--- src/rtl/lfuc_pkg.sv ---
// shared constants and types of the lfu cache
package lfuc_pkg;

	localparam int KEY_W           = 32;
	localparam int VAL_W           = 32;
	localparam int STAMP_W         = 48;
	localparam int CAP_W           = 5;
	localparam int ENTRIES_DEF     = 16;
	localparam int COUNT_WIDTH_DEF = 16;

	localparam logic [CAP_W-1:0] CAP_RESET = 5'd16;

	typedef enum logic {
		OP_GET = 1'b0,
		OP_PUT = 1'b1
	} op_t;

	// what a scan has found so far
	typedef struct packed {
		logic match;
		logic free;
		logic victim;
	} scan_flags_t;

endpackage

--- src/rtl/lfuc_if.sv ---
// request and response channel interfaces of the lfu cache
interface lfuc_req_if;
	logic                               valid;
	logic                               ready;
	logic                               operation;
	logic signed [lfuc_pkg::KEY_W-1:0]  key;
	logic signed [lfuc_pkg::VAL_W-1:0]  value;

	modport source (output valid, output operation, output key, output value, input ready);
	modport sink (input valid, input operation, input key, input value, output ready);
endinterface

interface lfuc_rsp_if;
	logic                               valid;
	logic                               ready;
	logic                               hit;
	logic signed [lfuc_pkg::VAL_W-1:0]  read_value;
	logic                               evicted;
	logic signed [lfuc_pkg::KEY_W-1:0]  evicted_key;

	modport source (output valid, output hit, output read_value, output evicted,
		output evicted_key, input ready);
	modport sink (input valid, input hit, input read_value, input evicted,
		input evicted_key, output ready);
endinterface

--- src/rtl/lfuc_ram.sv ---
// generic simple dual-port ram with registered read
module lfuc_ram #(
	parameter int WIDTH = 8,
	parameter int DEPTH = 16,
	localparam int AW = (DEPTH > 1) ? $clog2(DEPTH) : 1
) (
	input  logic             clk,
	input  logic             we,
	input  logic [AW-1:0]    waddr,
	input  logic [WIDTH-1:0] wdata,
	input  logic [AW-1:0]    raddr,
	output logic [WIDTH-1:0] rdata
);

	logic [WIDTH-1:0] mem_q [DEPTH];
	logic [WIDTH-1:0] rdata_q;

	always_ff @(posedge clk) begin
		if (we) begin
			mem_q[waddr] <= wdata;
		end
		rdata_q <= mem_q[raddr];
	end

	assign rdata = rdata_q;

endmodule

--- src/rtl/lfuc_scan.sv ---
// scan unit: key match, first free slot and lfu/lru victim over streamed entries
module lfuc_scan #(
	parameter int ENTRIES     = lfuc_pkg::ENTRIES_DEF,
	parameter int COUNT_WIDTH = lfuc_pkg::COUNT_WIDTH_DEF,
	localparam int IDX_W = (ENTRIES > 1) ? $clog2(ENTRIES) : 1,
	localparam int VO    = lfuc_pkg::KEY_W,
	localparam int CO    = VO + lfuc_pkg::VAL_W,
	localparam int SO    = CO + COUNT_WIDTH,
	localparam int ENT_W = SO + lfuc_pkg::STAMP_W
) (
	input  logic                          clk,
	input  logic                          arst_n,
	input  logic                          clear,
	input  logic                          ent_vld,
	input  logic [IDX_W-1:0]              ent_idx,
	input  logic                          ent_valid,
	input  logic [ENT_W-1:0]              ent_data,
	input  logic [lfuc_pkg::KEY_W-1:0]    key,
	output lfuc_pkg::scan_flags_t         flags,
	output logic [IDX_W-1:0]              match_idx,
	output logic [lfuc_pkg::VAL_W-1:0]    match_value,
	output logic [COUNT_WIDTH-1:0]        match_count,
	output logic [IDX_W-1:0]              free_idx,
	output logic [IDX_W-1:0]              victim_idx,
	output logic [lfuc_pkg::KEY_W-1:0]    victim_key
);

	lfuc_pkg::scan_flags_t              flags_q;
	logic [IDX_W-1:0]                   match_idx_q;
	logic [lfuc_pkg::VAL_W-1:0]         match_value_q;
	logic [COUNT_WIDTH-1:0]             match_count_q;
	logic [IDX_W-1:0]                   free_idx_q;
	logic [IDX_W-1:0]                   victim_idx_q;
	logic [lfuc_pkg::KEY_W-1:0]         victim_key_q;
	logic [COUNT_WIDTH-1:0]             victim_count_q;
	logic [lfuc_pkg::STAMP_W-1:0]       victim_stamp_q;

	logic [lfuc_pkg::KEY_W-1:0]         e_key;
	logic [lfuc_pkg::VAL_W-1:0]         e_value;
	logic [COUNT_WIDTH-1:0]             e_count;
	logic [lfuc_pkg::STAMP_W-1:0]       e_stamp;
	logic                               take_match;
	logic                               take_free;
	logic                               take_victim;

	always_comb begin
		e_key   = ent_data[0 +: lfuc_pkg::KEY_W];
		e_value = ent_data[VO +: lfuc_pkg::VAL_W];
		e_count = ent_data[CO +: COUNT_WIDTH];
		e_stamp = ent_data[SO +: lfuc_pkg::STAMP_W];

		take_match  = ent_vld && ent_valid && !flags_q.match && (e_key == key);
		take_free   = ent_vld && !ent_valid && !flags_q.free;
		// strict compares keep the lowest index on a full tie
		take_victim = ent_vld && ent_valid && (!flags_q.victim ||
			(e_count < victim_count_q) ||
			((e_count == victim_count_q) && (e_stamp < victim_stamp_q)));
	end

	always_ff @(posedge clk or negedge arst_n) begin
		if (!arst_n) begin
			flags_q <= '0;
		end else if (clear) begin
			flags_q <= '0;
		end else begin
			if (take_match) flags_q.match <= 1'b1;
			if (take_free) flags_q.free <= 1'b1;
			if (take_victim) flags_q.victim <= 1'b1;
		end
	end

	always_ff @(posedge clk) begin
		if (take_match) begin
			match_idx_q   <= ent_idx;
			match_value_q <= e_value;
			match_count_q <= e_count;
		end
		if (take_free) begin
			free_idx_q <= ent_idx;
		end
		if (take_victim) begin
			victim_idx_q   <= ent_idx;
			victim_key_q   <= e_key;
			victim_count_q <= e_count;
			victim_stamp_q <= e_stamp;
		end
	end

	assign flags       = flags_q;
	assign match_idx   = match_idx_q;
	assign match_value = match_value_q;
	assign match_count = match_count_q;
	assign free_idx    = free_idx_q;
	assign victim_idx  = victim_idx_q;
	assign victim_key  = victim_key_q;

endmodule

--- src/rtl/lfu_cache_lru_tiebreak.sv ---
// top level of the fully associative lfu cache with lru tie-break
// Fully associative key/value cache of ENTRIES entries with least-frequently-used
// replacement; equal use counts fall back to the oldest access stamp, then to the
// lowest slot. Key, value, use count and stamp of every slot sit in one ram with a
// registered read; valid bits, occupancy and the 48-bit access clock are flops.
// Each request (get or put) runs through the states in order: idle for the
// transfer, scan streaming every slot through the single ram read port into the
// scan unit, drain for the last read to land, and commit, which writes the touched
// slot back and loads the response register. The response register lets the next
// request in while a response still waits; a commit only stalls when that register
// is still full. capacity (cfg_we/cfg_wdata, reset 16) limits how many slots are
// filled, values above ENTRIES act as ENTRIES, zero turns puts into pure lookups.
// Write it only while no request is in flight. Use counts saturate at
// 2^COUNT_WIDTH-1.
module lfu_cache_lru_tiebreak #(
	parameter int ENTRIES     = lfuc_pkg::ENTRIES_DEF,
	parameter int COUNT_WIDTH = lfuc_pkg::COUNT_WIDTH_DEF
) (
	input  logic                        clk,
	input  logic                        arst_n,
	input  logic                        cfg_we,
	input  logic [lfuc_pkg::CAP_W-1:0]  cfg_wdata,
	lfuc_req_if.sink                    req,
	lfuc_rsp_if.source                  rsp
);

	localparam int IDX_W   = (ENTRIES > 1) ? $clog2(ENTRIES) : 1;
	localparam int OCC_W   = $clog2(ENTRIES + 1);
	localparam int CMP_W   = (OCC_W > lfuc_pkg::CAP_W) ? OCC_W : lfuc_pkg::CAP_W;
	localparam int ENT_W   = lfuc_pkg::KEY_W + lfuc_pkg::VAL_W + COUNT_WIDTH
		+ lfuc_pkg::STAMP_W;
	localparam int STAMP_W = lfuc_pkg::STAMP_W;

	// sequencer states
	typedef enum logic [3:0] {
		ST_IDLE   = 4'b0001,
		ST_SCAN   = 4'b0010,
		ST_DRAIN  = 4'b0100,
		ST_COMMIT = 4'b1000
	} state_t;

	state_t                         state_q;
	logic [IDX_W-1:0]               rd_idx_q;
	logic                           rd_vld_s1;
	logic [IDX_W-1:0]               rd_idx_s1;

	// request held for the whole scan
	lfuc_pkg::op_t                  op_q;
	logic [lfuc_pkg::KEY_W-1:0]     key_q;
	logic [lfuc_pkg::VAL_W-1:0]     val_q;

	logic [lfuc_pkg::CAP_W-1:0]     capacity_q;
	logic [ENTRIES-1:0]             valid_q;
	logic [OCC_W-1:0]               occ_q;
	logic [STAMP_W-1:0]             clock_q;

	// response register
	logic                           rsp_vld_q;
	logic                           rsp_hit_q;
	logic [lfuc_pkg::VAL_W-1:0]     rsp_rd_q;
	logic                           rsp_ev_q;
	logic [lfuc_pkg::KEY_W-1:0]     rsp_evk_q;

	// scan results
	lfuc_pkg::scan_flags_t          flags;
	logic [IDX_W-1:0]               match_idx;
	logic [lfuc_pkg::VAL_W-1:0]     match_value;
	logic [COUNT_WIDTH-1:0]         match_count;
	logic [IDX_W-1:0]               free_idx;
	logic [IDX_W-1:0]               victim_idx;
	logic [lfuc_pkg::KEY_W-1:0]     victim_key;

	logic [ENT_W-1:0]               ram_rdata;
	logic [ENT_W-1:0]               ram_wdata;
	logic [IDX_W-1:0]               ram_waddr;
	logic                           ram_we;

	logic                           req_xfer;
	logic                           scan_last;
	logic                           out_free;
	logic                           commit_go;
	logic                           is_put;
	logic                           cap_nz;
	logic [CMP_W-1:0]               cap_eff;
	logic                           room;
	logic                           upd_hit;
	logic                           do_ins;
	logic                           use_free;
	logic                           use_victim;
	logic                           ins_ok;
	logic [IDX_W-1:0]               slot;
	logic [STAMP_W-1:0]             stamp_nx;
	logic [COUNT_WIDTH-1:0]         count_nx;
	logic [lfuc_pkg::VAL_W-1:0]     value_nx;

	assign req_xfer  = req.valid && req.ready;
	assign scan_last = (rd_idx_q == IDX_W'(ENTRIES - 1));
	assign out_free  = !rsp_vld_q || rsp.ready;
	assign commit_go = (state_q == ST_COMMIT) && out_free;
	assign req.ready = (state_q == ST_IDLE);

	// entry store, read one slot per scan cycle, written once at commit
	lfuc_ram #(
		.WIDTH (ENT_W),
		.DEPTH (ENTRIES)
	) u_ram (
		.clk   (clk),
		.we    (ram_we),
		.waddr (ram_waddr),
		.wdata (ram_wdata),
		.raddr (rd_idx_q),
		.rdata (ram_rdata)
	);

	lfuc_scan #(
		.ENTRIES     (ENTRIES),
		.COUNT_WIDTH (COUNT_WIDTH)
	) u_scan (
		.clk         (clk),
		.arst_n      (arst_n),
		.clear       (req_xfer),
		.ent_vld     (rd_vld_s1),
		.ent_idx     (rd_idx_s1),
		.ent_valid   (valid_q[rd_idx_s1]),
		.ent_data    (ram_rdata),
		.key         (key_q),
		.flags       (flags),
		.match_idx   (match_idx),
		.match_value (match_value),
		.match_count (match_count),
		.free_idx    (free_idx),
		.victim_idx  (victim_idx),
		.victim_key  (victim_key)
	);

	// commit decision from the finished scan
	always_comb begin
		is_put  = (op_q == lfuc_pkg::OP_PUT);
		cap_nz  = (capacity_q != '0);
		// capacity beyond the physical size acts as the physical size
		cap_eff = (CMP_W'(capacity_q) > CMP_W'(ENTRIES)) ? CMP_W'(ENTRIES)
			: CMP_W'(capacity_q);
		room    = CMP_W'(occ_q) < cap_eff;

		upd_hit    = flags.match && (!is_put || cap_nz);
		do_ins     = !flags.match && is_put && cap_nz;
		use_free   = room && flags.free;
		// below capacity but no free slot cannot happen; a victim then wins
		use_victim = !use_free && flags.victim;
		ins_ok     = do_ins && (use_free || use_victim || flags.free);
		slot       = use_victim ? victim_idx : free_idx;

		stamp_nx = clock_q + STAMP_W'(1);
		count_nx = (&match_count) ? match_count : match_count + COUNT_WIDTH'(1);
		value_nx = is_put ? val_q : match_value;

		ram_we    = commit_go && (upd_hit || ins_ok);
		ram_waddr = upd_hit ? match_idx : slot;
		ram_wdata = upd_hit ? {stamp_nx, count_nx, value_nx, key_q}
			: {stamp_nx, COUNT_WIDTH'(1), val_q, key_q};
	end

	// sequencer and scan address
	always_ff @(posedge clk or negedge arst_n) begin
		if (!arst_n) begin
			state_q   <= ST_IDLE;
			rd_idx_q  <= '0;
			rd_vld_s1 <= 1'b0;
		end else begin
			rd_vld_s1 <= (state_q == ST_SCAN);
			unique case (state_q)
				ST_IDLE: begin
					rd_idx_q <= '0;
					if (req.valid) state_q <= ST_SCAN;
				end
				ST_SCAN: begin
					if (scan_last) begin
						state_q <= ST_DRAIN;
					end else begin
						rd_idx_q <= rd_idx_q + IDX_W'(1);
					end
				end
				ST_DRAIN: begin
					state_q <= ST_COMMIT;
				end
				ST_COMMIT: begin
					if (out_free) state_q <= ST_IDLE;
				end
				default: begin
					state_q <= ST_IDLE;
				end
			endcase
		end
	end

	always_ff @(posedge clk) begin
		rd_idx_s1 <= rd_idx_q;
		if (req_xfer) begin
			op_q  <= lfuc_pkg::op_t'(req.operation);
			key_q <= req.key;
			val_q <= req.value;
		end
	end

	// configuration, valid bits, occupancy and access clock
	always_ff @(posedge clk or negedge arst_n) begin
		if (!arst_n) begin
			capacity_q <= lfuc_pkg::CAP_RESET;
			valid_q    <= '0;
			occ_q      <= '0;
			clock_q    <= '0;
		end else begin
			if (cfg_we) capacity_q <= cfg_wdata;
			if (ram_we) clock_q <= stamp_nx;
			// an eviction refills the same slot, so valid and occupancy stay put
			if (commit_go && ins_ok) begin
				valid_q[slot] <= 1'b1;
				if (!use_victim) occ_q <= occ_q + OCC_W'(1);
			end
		end
	end

	// response register
	always_ff @(posedge clk or negedge arst_n) begin
		if (!arst_n) begin
			rsp_vld_q <= 1'b0;
		end else if (commit_go) begin
			rsp_vld_q <= 1'b1;
		end else if (rsp.ready) begin
			rsp_vld_q <= 1'b0;
		end
	end

	always_ff @(posedge clk) begin
		if (commit_go) begin
			rsp_hit_q <= flags.match;
			rsp_rd_q  <= (flags.match && !is_put) ? match_value : '0;
			rsp_ev_q  <= do_ins && use_victim;
			rsp_evk_q <= (do_ins && use_victim) ? victim_key : '0;
		end
	end

	assign rsp.valid       = rsp_vld_q;
	assign rsp.hit         = rsp_hit_q;
	assign rsp.read_value  = rsp_rd_q;
	assign rsp.evicted     = rsp_ev_q;
	assign rsp.evicted_key = rsp_evk_q;

endmodule

--- src/flat_wrapper.sv ---
// flat-port wrapper written by rule: the top's interface ports become plain ports
module lfu_cache_lru_tiebreak_flat 
#(
	parameter int ENTRIES     = lfuc_pkg::ENTRIES_DEF,
	parameter int COUNT_WIDTH = lfuc_pkg::COUNT_WIDTH_DEF
)
  (clk, arst_n, cfg_we, cfg_wdata, req_valid, req_operation, req_key, req_value, req_ready, rsp_valid, rsp_hit, rsp_read_value, rsp_evicted, rsp_evicted_key, rsp_ready);
  lfuc_req_if req_i ();
  lfuc_rsp_if rsp_i ();
  input  logic clk;
  input  logic arst_n;
  input  logic cfg_we;
  input  logic [lfuc_pkg::CAP_W-1:0] cfg_wdata;
  input wire logic [$bits(req_i.valid)-1:0] req_valid;
  input wire logic [$bits(req_i.operation)-1:0] req_operation;
  input wire logic [$bits(req_i.key)-1:0] req_key;
  input wire logic [$bits(req_i.value)-1:0] req_value;
  output wire logic [$bits(req_i.ready)-1:0] req_ready;
  output wire logic [$bits(rsp_i.valid)-1:0] rsp_valid;
  output wire logic [$bits(rsp_i.hit)-1:0] rsp_hit;
  output wire logic [$bits(rsp_i.read_value)-1:0] rsp_read_value;
  output wire logic [$bits(rsp_i.evicted)-1:0] rsp_evicted;
  output wire logic [$bits(rsp_i.evicted_key)-1:0] rsp_evicted_key;
  input wire logic [$bits(rsp_i.ready)-1:0] rsp_ready;
  assign req_i.valid = req_valid;
  assign req_i.operation = req_operation;
  assign req_i.key = req_key;
  assign req_i.value = req_value;
  assign req_ready = req_i.ready;
  assign rsp_valid = rsp_i.valid;
  assign rsp_hit = rsp_i.hit;
  assign rsp_read_value = rsp_i.read_value;
  assign rsp_evicted = rsp_i.evicted;
  assign rsp_evicted_key = rsp_i.evicted_key;
  assign rsp_i.ready = rsp_ready;
  lfu_cache_lru_tiebreak #(.ENTRIES(ENTRIES), .COUNT_WIDTH(COUNT_WIDTH)) u_core (.clk(clk), .arst_n(arst_n), .cfg_we(cfg_we), .cfg_wdata(cfg_wdata), .req(req_i), .rsp(rsp_i));
endmodule
--- config.mk ---
export PLATFORM = sky130hd
export DESIGN_NAME = lfu_cache_lru_tiebreak_flat
export DESIGN_NICKNAME = d
export VERILOG_FILES = /design/src/rtl/lfuc_pkg.sv /design/src/rtl/lfuc_if.sv /design/src/rtl/lfuc_ram.sv /design/src/rtl/lfuc_scan.sv /design/src/rtl/lfu_cache_lru_tiebreak.sv /design/src/flat_wrapper.sv
export SDC_FILE = /design/constraint.sdc
export NUM_CORES = 2
export LEC_CHECK = 0
export BUFFER_PORTS_ARGS = -buffer_cell sky130_fd_sc_hd__buf_2
export CAP_MARGIN = 20
export CORE_MARGIN = 5
export CORE_UTILIZATION = 30
export CTS_CLUSTER_DIAMETER = 100
export DETAILED_ROUTE_END_ITERATION = 12
export GPL_ROUTABILITY_DRIVEN = 0
export PLACE_DENSITY = 0.56
export SYNTH_ARGS = -nofsm -noshare
export SYNTH_HDL_FRONTEND = slang
export SYNTH_SLANG_ARGS = --single-unit
export TNS_END_PERCENT = 30
--- constraint.sdc ---
create_clock -name clk -period 9.8 [get_ports clk]
set_clock_uncertainty 0.15 [all_clocks]
set_input_delay 1.96 -clock clk [delete_from_list [all_inputs] [get_ports clk]]
set_output_delay 1.96 -clock clk [all_outputs]
set_load 0.05 [all_outputs]
==> flow_summary_export.csv <==
group,metric,value,unit
routing,avgRoutedWirePerCell,23.4,µm
run,maxCapViolations,0,
timing,timing.fmax,196,MHz
grt,grt_pass1_vias,49736,
cts,root_buffer,"clkbuf_16",
hold_path,hold_class,"flop to flop",
cts,cts_tree,"yes",
critical_path,required,10.15,ns
timing,setup_tns,0,ns
placed_design,placed_area,0.104,mm²
routing,ant_nets,0,
routing,drt-initial-drc-count,4305,
cts,cts_resized,0,
logic_synthesis,synth-edff-count,2335,
grt,antenna_found_initial,19,
logic_synthesis,synth.largest_area_cell,"edfxtp_1",
cts,clk_latency,0.93,ns
cts,cts_htree_levels,4,
grt,grt_first_pass_wirelength,342000,µm
cts,holdBufCountCts,0,
logic_synthesis,syn_area,0.0976,mm²
cts,cts_setup_buffers,0,
cts,cts_sinks,2554,
critical_path,path_max_fanout,109,
logic_synthesis,ys_seq_area_frac,0.768,
floorplan,initial_utilization,0.301,
critical_path,worstSetupEndpointType,"flop",
logic_synthesis,synth_most_common_cell,"edfxtp_1",
logic_synthesis,ys_ff_latch,2554,
routing,drc,0,
timing,rsz0062_at_grt,"false",
routing,viasPerCell,4.84,
floorplan,die_area,0.337,mm²
floorplan,core,0.324,mm²
power,ir_drop,0.146,mV
placed_design,dp_hpwl,120000,µm
run_status,run_status,"complete, no violations",
floorplan,io_pins,143,
routing,vias,48357,
logic_synthesis,yosysUniqueCellTypes,79,
layout,final_util,0.347,
cts,clockBufferDepth,4,
logic_synthesis,async_flop_share,0.0341,
logic_synthesis,synthFlopType,"edfxtp_1",
routing,drt-total-wl,234000,µm
layout,drive_gt1_frac,0.200,
cts,cts_buffers,248,
logic_synthesis,synth_top_area_frac,0.719,
timing,worstMarginPinSlew,1.17,ns
timing,slew_violations,0,
critical_path,critical_path_class,"input pin to flop",
placed_design,io_buffers,142,
floorplan,die_y,580,µm
layout,syn_to_final_growth,15.1,%
floorplan,rows,209,
layout,fin_area,0.112,mm²
timing,slew_headroom,0.220,
logic_synthesis,synth_cells,5185,
logic_synthesis,synth_nets,5331,
floorplan,die_x,580,µm
critical_path,start_kind,"input pin",
logic_synthesis,syn_area_per_cell,18.8,µm²
timing,final-hold-violation-count,0,
timing,setup_viol,0,
grt,grt.overflow.total,0,
logic_synthesis,synthTopCellsByArea,"edfxtp_1 (72%), mux4_2 (6.3%), mux2i_1 (3.9%), dfxtp_1 (2.7%), dfrtp_1 (2.2%)",
cts,cts.clk_slew.worst_paths,0.06,ns
critical_path,arrival,5.46,ns
power,p_per_area,212,mW/mm²
routing,first_pass_iters,7,
logic_synthesis,yosysWarnings,0,
grt,grt_max_degree,152,
timing,min_period,5.11,ns
grt,grtUsageTotal,0.134,
timing,fin_crit_sh,0.522,
logic_synthesis,synth_common_cells,"edfxtp_1 (2,335), mux2i_1 (378), mux4_2 (271)",
power,leakage,0.0355,µW
layout,layout.nets,5607,
[sequential cells by signal, indices dropped and copies added (netlist names), 5 cells and up]
name	cells
u_core.u_scan.match_value	32
u_core.clock_q	48
u_core.rsp.read_value	32
u_core.u_ram.rdata	128
u_core.u_ram.mem_q	2048
u_core.capacity_q	5
u_core.val_q	32
u_core.valid_q	16
u_core.rsp.evicted_key	32
u_core.u_scan.victim_key	32
u_core.key_q	32
u_core.u_scan.victim_count_q	16
u_core.u_scan.victim_stamp_q	48
u_core.u_scan.match_count	16
u_core.occ_q	5
[cell families (layout without fill, tap and decap cells)]
kind of cell / Yosys count / after routing / synth area share
XOR/XNOR: 138 / 138 / 0.0124
multiplexers: 806 / 806 / 0.119
flip-flops: 2554 / 2554 / 0.768
AND/OR/NAND/NOR: 539 / 539 / 0.0275
buffers and inverters: 339 / 819 / 0.0141
AO/OA/AOI/OAI: 738 / 738 / 0.0495
other: 0 / 4 / 0
adder cells (fa/ha/maj): 71 / 71 / 0.00910
[per-layer routing]
metal / track usage / vias up / share of wire
met5: 0 / - / 0.000056
met4: 0.0250 / 2 / 0.018
met3: 0.0205 / 311 / 0.045
met2: 0.225 / 1197 / 0.49
met1: 0.187 / 25472 / 0.45
li1: - / 21375 / -
[path summary, 6_finish.rpt]
check / slack (ns) / start / end / cells after the start
min in group asynchronous: 0.91 / arst_n / u_core.valid_q[1]$_DFFE_PN0P_ / 1
worst min register to register: 0.24 / u_core.u_ram.rdata[47]$_DFF_P_ / u_core.u_scan.match_value[15]$_DFFE_PP_ / 0
worst min-delay path: 0.24 / u_core.u_ram.rdata[47]$_DFF_P_ / u_core.u_scan.match_value[15]$_DFFE_PP_ / 0
worst max-delay path: 4.69 / rsp_ready / u_core.u_ram.mem_q[1][15]$_DFFE_PP_ / 8
worst max register to register: 5.06 / u_core.capacity_q[2]$_DFFE_PN0P_ / u_core.u_ram.mem_q[2][97]$_DFFE_PP_ / 11
max in group asynchronous: 7.34 / arst_n / u_core.rd_idx_q[1]$_DFFE_PN0P_ / 2
[power breakdown]
| part | leakage, µW | internal [µW] | total (µW) | switching, µW |
|---|---|---|---|---|
| clock network | 0.00396 | 5480 | 9510 | 4030 |
| registers | 0.0229 | 12300 | 12500 | 278 |
| logic | 0.00865 | 725 | 1770 | 1040 |
[cell type report]
class,count,area [µm²]
inverter,92,350
multi-input combinational,2292,21400
sequential,2554,75000
clock buffer,329,6780
timing repair buffer,273,2010
clock inverter,125,1330
fill,30118,212000
antenna,4,10.0
tap,4325,5410
[through the flow]
stage | hold slack, ns | power [µW] | setup slack (ns) | std cells
after floorplan | 0.192 | 13900 | -0.496 | 5185
after global placement | 0.236 | 14500 | 3.75 | 9501
after detailed placement | 0.239 | 14600 | 3.71 | 9512
after CTS | 0.246 | 24100 | 4.55 | 9966
after global routing | 0.251 | 24700 | 4.60 | 9992
final | 0.242 | 23800 | 4.69 | 9994
[worst max-delay path, cell delays in order]
cell       delay (ns)
buf_2            0.08
nand2b_1         0.52
nand3b_4         0.16
or2_1            0.40
a2111oi_2        0.45
a221oi_2         0.19
nor2_4           0.75
buf_12           0.77
[cells in the final DEF, fill, tap and decap left out, drive strengths merged, types with 6 or more instances in the layout]
cell,n
a21o,26
a21oi,145
a221o,11
a221oi,134
a22oi,119
a31o,6
and2,34
and3,39
buf,272
bufinv,24
clkbuf,330
clkinv,88
clkinvlp,10
dfrtp,85
dfxtp,132
edfxtp,2335
ha,71
inv,95
mux2,157
mux2i,378
mux4,271
nand2,197
nand2b,6
nand3,35
nand3b,6
nand4,34
nor2,101
nor2b,16
nor3,31
nor4,8
o211ai,7
o21ai,253
o31ai,7
or4,6
xnor2,75
xor2,63
(Power assumes the default switching activity.)
